`src/rtl/adpc_pkg.sv`:
```
// ----------------------------------------------------------------------------
// adpc_pkg
// Shared types and constants for the antialiased disc coverage pipeline.
// ----------------------------------------------------------------------------
package adpc_pkg;

  localparam int PIX_W    = 6;              // pixel column / row
  localparam int SUB_BITS = 4;              // sixteenths of a pixel
  localparam int POS_W    = PIX_W + SUB_BITS;
  localparam int CRD_W    = 12;             // disc centre
  localparam int DIFF_W   = CRD_W + 1;      // signed centre offset
  localparam int MAG_W    = CRD_W;          // |offset|
  localparam int SQ_W     = 2 * MAG_W;
  localparam int SUM_W    = SQ_W + 1;
  localparam int RAD_W    = SUM_W + 1;      // radicand, even number of bits
  localparam int ROOT_W   = RAD_W / 2;
  localparam int REM_W    = ROOT_W + 2;
  localparam int RADIUS_W = 10;
  localparam int COLOR_W  = 24;
  localparam int FA_W     = 9;
  localparam int ALPHA_W  = 8;
  localparam int MARG_W   = ROOT_W + 2;
  localparam int CLAMP_W  = SUB_BITS + 1;
  localparam int PROD_W   = CLAMP_W + FA_W - 1;

  localparam int ADDR_W   = 5;
  localparam int DATA_W   = 32;

  localparam logic [SUB_BITS-1:0] SUB_HALF  = SUB_BITS'(1 << (SUB_BITS - 1));
  localparam logic [CLAMP_W-1:0]  SUB_STEP  = CLAMP_W'(1 << SUB_BITS);
  localparam logic [FA_W-1:0]     ALPHA_ONE = FA_W'(256);
  localparam logic [ALPHA_W-1:0]  ALPHA_MAX = '1;

  typedef enum logic [2:0] {
    REG_CENTER_X   = 3'd0,
    REG_CENTER_Y   = 3'd1,
    REG_RADIUS     = 3'd2,
    REG_DRAW_COLOR = 3'd3,
    REG_FILL_ALPHA = 3'd4,
    REG_BLEND_MODE = 3'd5
  } reg_idx_t;

  typedef struct packed {
    logic [CRD_W-1:0]    center_x;
    logic [CRD_W-1:0]    center_y;
    logic [RADIUS_W-1:0] radius;
    logic [COLOR_W-1:0]  draw_color;
    logic [FA_W-1:0]     fill_alpha;
    logic                blend_mode;
  } cfg_t;

  // one square-root step in flight
  typedef struct packed {
    logic [ROOT_W-1:0] root;
    logic [REM_W-1:0]  rem;
    logic [RAD_W-1:0]  rad;
    logic [PIX_W-1:0]  x;
    logic [PIX_W-1:0]  y;
  } sqc_t;

  typedef struct packed {
    logic [PIX_W-1:0]   x;
    logic [PIX_W-1:0]   y;
    logic [COLOR_W-1:0] color;
    logic [ALPHA_W-1:0] alpha;
    logic               draw_enable;
  } res_t;

endpackage

```
`src/rtl/adpc_cfg_regs.sv`:
```
// ----------------------------------------------------------------------------
// adpc_cfg_regs
// APB register file holding the disc geometry, colour and blend settings.
// ----------------------------------------------------------------------------
module adpc_cfg_regs
  import adpc_pkg::*;
(
  input  logic              clk,
  input  logic              rst_n,
  input  logic              psel,
  input  logic              penable,
  input  logic              pwrite,
  input  logic [ADDR_W-1:0] paddr,
  input  logic [DATA_W-1:0] pwdata,
  output logic [DATA_W-1:0] prdata,
  output logic              pready,
  output cfg_t              cfg
);

  cfg_t       cfg_r;
  cfg_t       cfg_nxt;
  logic [2:0] idx;
  logic       wr;

  assign idx    = paddr[ADDR_W-1:2];
  assign wr     = psel && penable && pwrite;
  assign pready = 1'b1;
  assign cfg    = cfg_r;

  always_comb begin
    cfg_nxt = cfg_r;
    if (wr) begin
      unique case (idx)
        REG_CENTER_X:   cfg_nxt.center_x   = pwdata[CRD_W-1:0];
        REG_CENTER_Y:   cfg_nxt.center_y   = pwdata[CRD_W-1:0];
        REG_RADIUS:     cfg_nxt.radius     = pwdata[RADIUS_W-1:0];
        REG_DRAW_COLOR: cfg_nxt.draw_color = pwdata[COLOR_W-1:0];
        REG_FILL_ALPHA: cfg_nxt.fill_alpha = pwdata[FA_W-1:0];
        REG_BLEND_MODE: cfg_nxt.blend_mode = pwdata[0];
        default:        cfg_nxt            = cfg_r;
      endcase
    end
  end

  always_comb begin
    unique case (idx)
      REG_CENTER_X:   prdata = DATA_W'(cfg_r.center_x);
      REG_CENTER_Y:   prdata = DATA_W'(cfg_r.center_y);
      REG_RADIUS:     prdata = DATA_W'(cfg_r.radius);
      REG_DRAW_COLOR: prdata = DATA_W'(cfg_r.draw_color);
      REG_FILL_ALPHA: prdata = DATA_W'(cfg_r.fill_alpha);
      REG_BLEND_MODE: prdata = DATA_W'(cfg_r.blend_mode);
      default:        prdata = '0;
    endcase
  end

  always_ff @(posedge clk) begin
    if (!rst_n) begin
      cfg_r.center_x   <= CRD_W'(512);
      cfg_r.center_y   <= CRD_W'(512);
      cfg_r.radius     <= '0;
      cfg_r.draw_color <= '0;
      cfg_r.fill_alpha <= ALPHA_ONE;
      cfg_r.blend_mode <= 1'b1;
    end else begin
      cfg_r <= cfg_nxt;
    end
  end

endmodule

```
`config.mk`:
```
export PLATFORM = sky130hd
export DESIGN_NAME = adpc_cfg_regs
export DESIGN_NICKNAME = d
export VERILOG_FILES = /design/src/rtl/adpc_pkg.sv /design/src/rtl/adpc_cfg_regs.sv
export SDC_FILE = /design/constraint.sdc
export NUM_CORES = 1
export LEC_CHECK = 0
export BUFFER_PORTS_ARGS = -buffer_cell sky130_fd_sc_hd__buf_2
export CAP_MARGIN = 40
export CORE_MARGIN = 1
export CORE_UTILIZATION = 40
export CTS_BUF_LIST = sky130_fd_sc_hd__clkbuf_8
export DETAILED_ROUTE_END_ITERATION = 8
export PLACE_DENSITY = 0.71
export RECOVER_POWER = 100
export SETUP_SLACK_MARGIN = 0.4
export SYNTH_ARGS = -nofsm -noshare
export SYNTH_HDL_FRONTEND = slang
export SYNTH_SLANG_ARGS = --single-unit
```
`constraint.sdc`:
```
create_clock -name clk -period 1.48 [get_ports clk]
set_input_delay 0.148 -clock clk [delete_from_list [all_inputs] [get_ports clk]]
set_output_delay 0.148 -clock clk [all_outputs]
set_load 0.05 [all_outputs]
```
==> results.py <==
metrics = {
    "outcome": {
        "outcome": "finished with violations",
        "failed_checks": "negative setup slack",
    },
    "sta": {
        "worst_slew_pin_slew_ns": 0.604,
        "finalHoldViolations": 0,
        "setup-tns-final_ns": -0.418,
        "finalSetupViolCount": 10,
        "relSlewSlack_pct": 59.9,
        "final-max-slew-violation-count": 0,
        "setup_ws_ns": -0.243,
        "post-route-period-util_pct": 116,
        "finalClockSkew_ns": 0,
        "rsz0062_at_grt": "true",
        "post-route-min-period_ns": 1.72,
        "fmax_ghz": 0.580,
    },
    "worst_hold_path": {
        "hp-class": "primary input to register",
    },
    "logic_synthesis": {
        "synthArstFlopShare_pct": 0,
        "ys_types": 32,
        "synth_ff_type": "dfxtp_1",
        "syn_area_sq_um": 3260,
        "yosys_warnings": 0,
        "synth_edf_count": 0,
        "synth_area_per_cell_sq_um": 9.19,
        "ys_seq_elements": 68,
        "syn_inst": 355,
        "ys_seq_area_share_pct": 41.7,
    },
    "power_and_ir_drop": {
        "p_seq_share_pct": 47.0,
        "p_clk_share_pct": 37.8,
        "share_comb_of_total_power_pct": 15.2,
        "p_per_area_nw_per_um2": 723,
        "ir_drop_mv": 0.476,
        "switching_share_pct": 27.5,
        "p_switching_mw": 1.04,
        "cellInternalPower_mw": 2.73,
        "p_leak_nw": 2.18,
    },
    "place": {
        "place_ws_ns": 0.0168,
        "place.gp.congestion": 0.758,
        "port_buffers": 123,
        "dp_hpwl_um": 6070,
    },
    "route": {
        "highest_layer": "met4",
        "routedWlPerCell_um": 15.2,
        "dr.pass1.iters": 4,
        "drc": 0,
        "ant_nets": 0,
        "drtIter0Drc": 83,
        "drt-total-wl_um": 9340,
        "wl_met1_um": 3970,
        "met3_length_um": 528,
        "wl_met2_um": 4740,
        "avgViaCountPerCell": 4.96,
        "vias": 3042,
    },
    "worst_setup_path": {
        "arrival_ns": 1.57,
        "crit_fanout": 2,
        "crit_path_end_kind": "output pin",
        "worstPathRequired_ns": 1.33,
        "critical_path_class": "register to output pin",
        "cp-start-kind": "register",
    },
    "flow_run": {
        "drv_cap": 0,
    },
    "clocking": {
        "ctsHtreeMaxLevel": 3,
        "cts_tree": "done",
        "clk_latency_ns": 0.33,
        "cts-root-buf": "clkbuf_8",
        "clock-sinks": 68,
        "cts.clk_slew.worst_paths_ns": 0.08,
        "numCtsBuffers": 9,
        "cts_buffer_depth": 2,
    },
    "floorplan": {
        "io_pins": 143,
        "die_y_um": 92.3,
        "dieArea_sq_um": 8520,
        "core_sq_um": 7810,
        "fp.dieW_um": 92.3,
        "start_util_pct": 41.8,
        "fp-row-count": 32,
    },
    "cells_and_area": {
        "syn_to_final_growth_pct": 59.8,
        "nets": 548,
        "largest_reg_flops": 68,
        "final_util_pct": 66.8,
        "fillers": 656,
        "drive_above_1_share_pct": 47.7,
        "n_antenna_cell": 0,
    },
    "global_routing": {
        "antenna_found_initial": 0,
        "grt_max_degree": 94,
        "grt_pass1_vias": 3001,
        "grt.total_usage_pct": 22.1,
        "grt_pass1_wl_um": 14800,
        "overflow": 0,
    },
}
Yosys cell counts (4+ instances only):
cell | number | area (sq um)
buf_2 | 4 | 20.0
and2_1 | 12 | 75.1
o21ai_0 | 17 | 85.1
mux2_2 | 4 | 45.0
nand3b_1 | 7 | 52.6
dfxtp_1 | 68 | 1360
o21a_1 | 7 | 52.6
nand2_1 | 89 | 334
buf_4 | 13 | 97.6
mux2i_1 | 81 | 811
clkbuf_1 | 18 | 67.6
nor2_1 | 5 | 18.8
layout make-up:
type                       instances  area (sq um)  area share (%)
multi-input combinational        255          1880            36.0
sequential                        68          1560            30.0
clock buffer                       9           124            2.38
tap                              102           128            2.45
clock inverter                     7          60.1            1.15
inverter                           3          23.8           0.456
timing repair buffer             169          1440            27.6
worst paths after layout:
path                            depth (start not counted)  slack [ns]        end        from
worst max-delay path                                    3       -0.24  prdata[0]     cfg[10]
worst min-delay path                                    3        0.04    cfg[24]  pwdata[14]
worst max register to register                          5        0.57    cfg[19]     cfg[19]
worst min register to register                          2        0.47    cfg[27]     cfg[27]
metrics by stage:
step / instances / power [mW] / area [sq um] / hold slack (ns)
2_1_floorplan: 362 / 2.19 / 3640 / 0.283
3_3_place_gp: 572 / 2.29 / 4380 / 0.391
3_5_place_dp: 572 / 2.30 / 4380 / 0.398
4_1_cts: 610 / 3.84 / 5430 / 0.0307
5_1_grt: 613 / 3.96 / 5210 / 0.0474
6_report: 613 / 3.77 / 5210 / 0.0410
placed cells by master, fill, tap and decap left out, types with 12 or more instances in the layout:
cell type,synthesis,final
dfxtp_4,0,49
dfxtp_2,0,15
clkbuf_2,0,19
clkbuf_1,18,44
nand2_1,89,89
buf_8,0,39
buf_6,1,20
mux2i_1,81,81
o21ai_1,0,14
and2_4,0,12
buf_4,13,12
buf_2,4,28
power groups by stage:
stage | Sequential [mW] | Clock [mW] | Combinational [mW]
final | 1.77 | 1.42 | 0.573
after CTS | 1.77 | 1.47 | 0.593
after floorplan | 1.86 | 0 | 0.323
after detailed placement | 1.81 | 0 | 0.486
after global routing | 1.77 | 1.58 | 0.609
after global placement | 1.81 | 0 | 0.481
kinds of logic after synthesis:
logic type | after synthesis | synth area share, %
multiplexers | 87 | 27.6
AO/OA/AOI/OAI | 31 | 5.79
flip-flops | 68 | 41.7
buffers and inverters | 39 | 6.37
AND/OR/NAND/NOR | 128 | 18.3
other | 2 | 0.230
timing repair:
item,in CTS,in global routing
gates cloned,1,0
setup endpoints to repair,109,70
pin swaps,27,4
setup buffers,21,3
hold buffers,0,0
resized for setup,208,21
metal layers:
| metal | global-route usage, % | vias to the layer above |
|---|---|---|
| met3 | 5.01 | 12 |
| li1 | - | 1487 |
| met5 | 0 | - |
| met4 | 6.12 | 0 |
| met1 | 26.0 | 1428 |
| met2 | 39.9 | 115 |
worst max-delay path: stages (launching register included):
cell and delay (ns):
dfxtp_4 0.35, mux4_2 0.45, mux2_4 0.29, buf_8 0.15
Note: power is estimated with default switching activity, not from simulation.
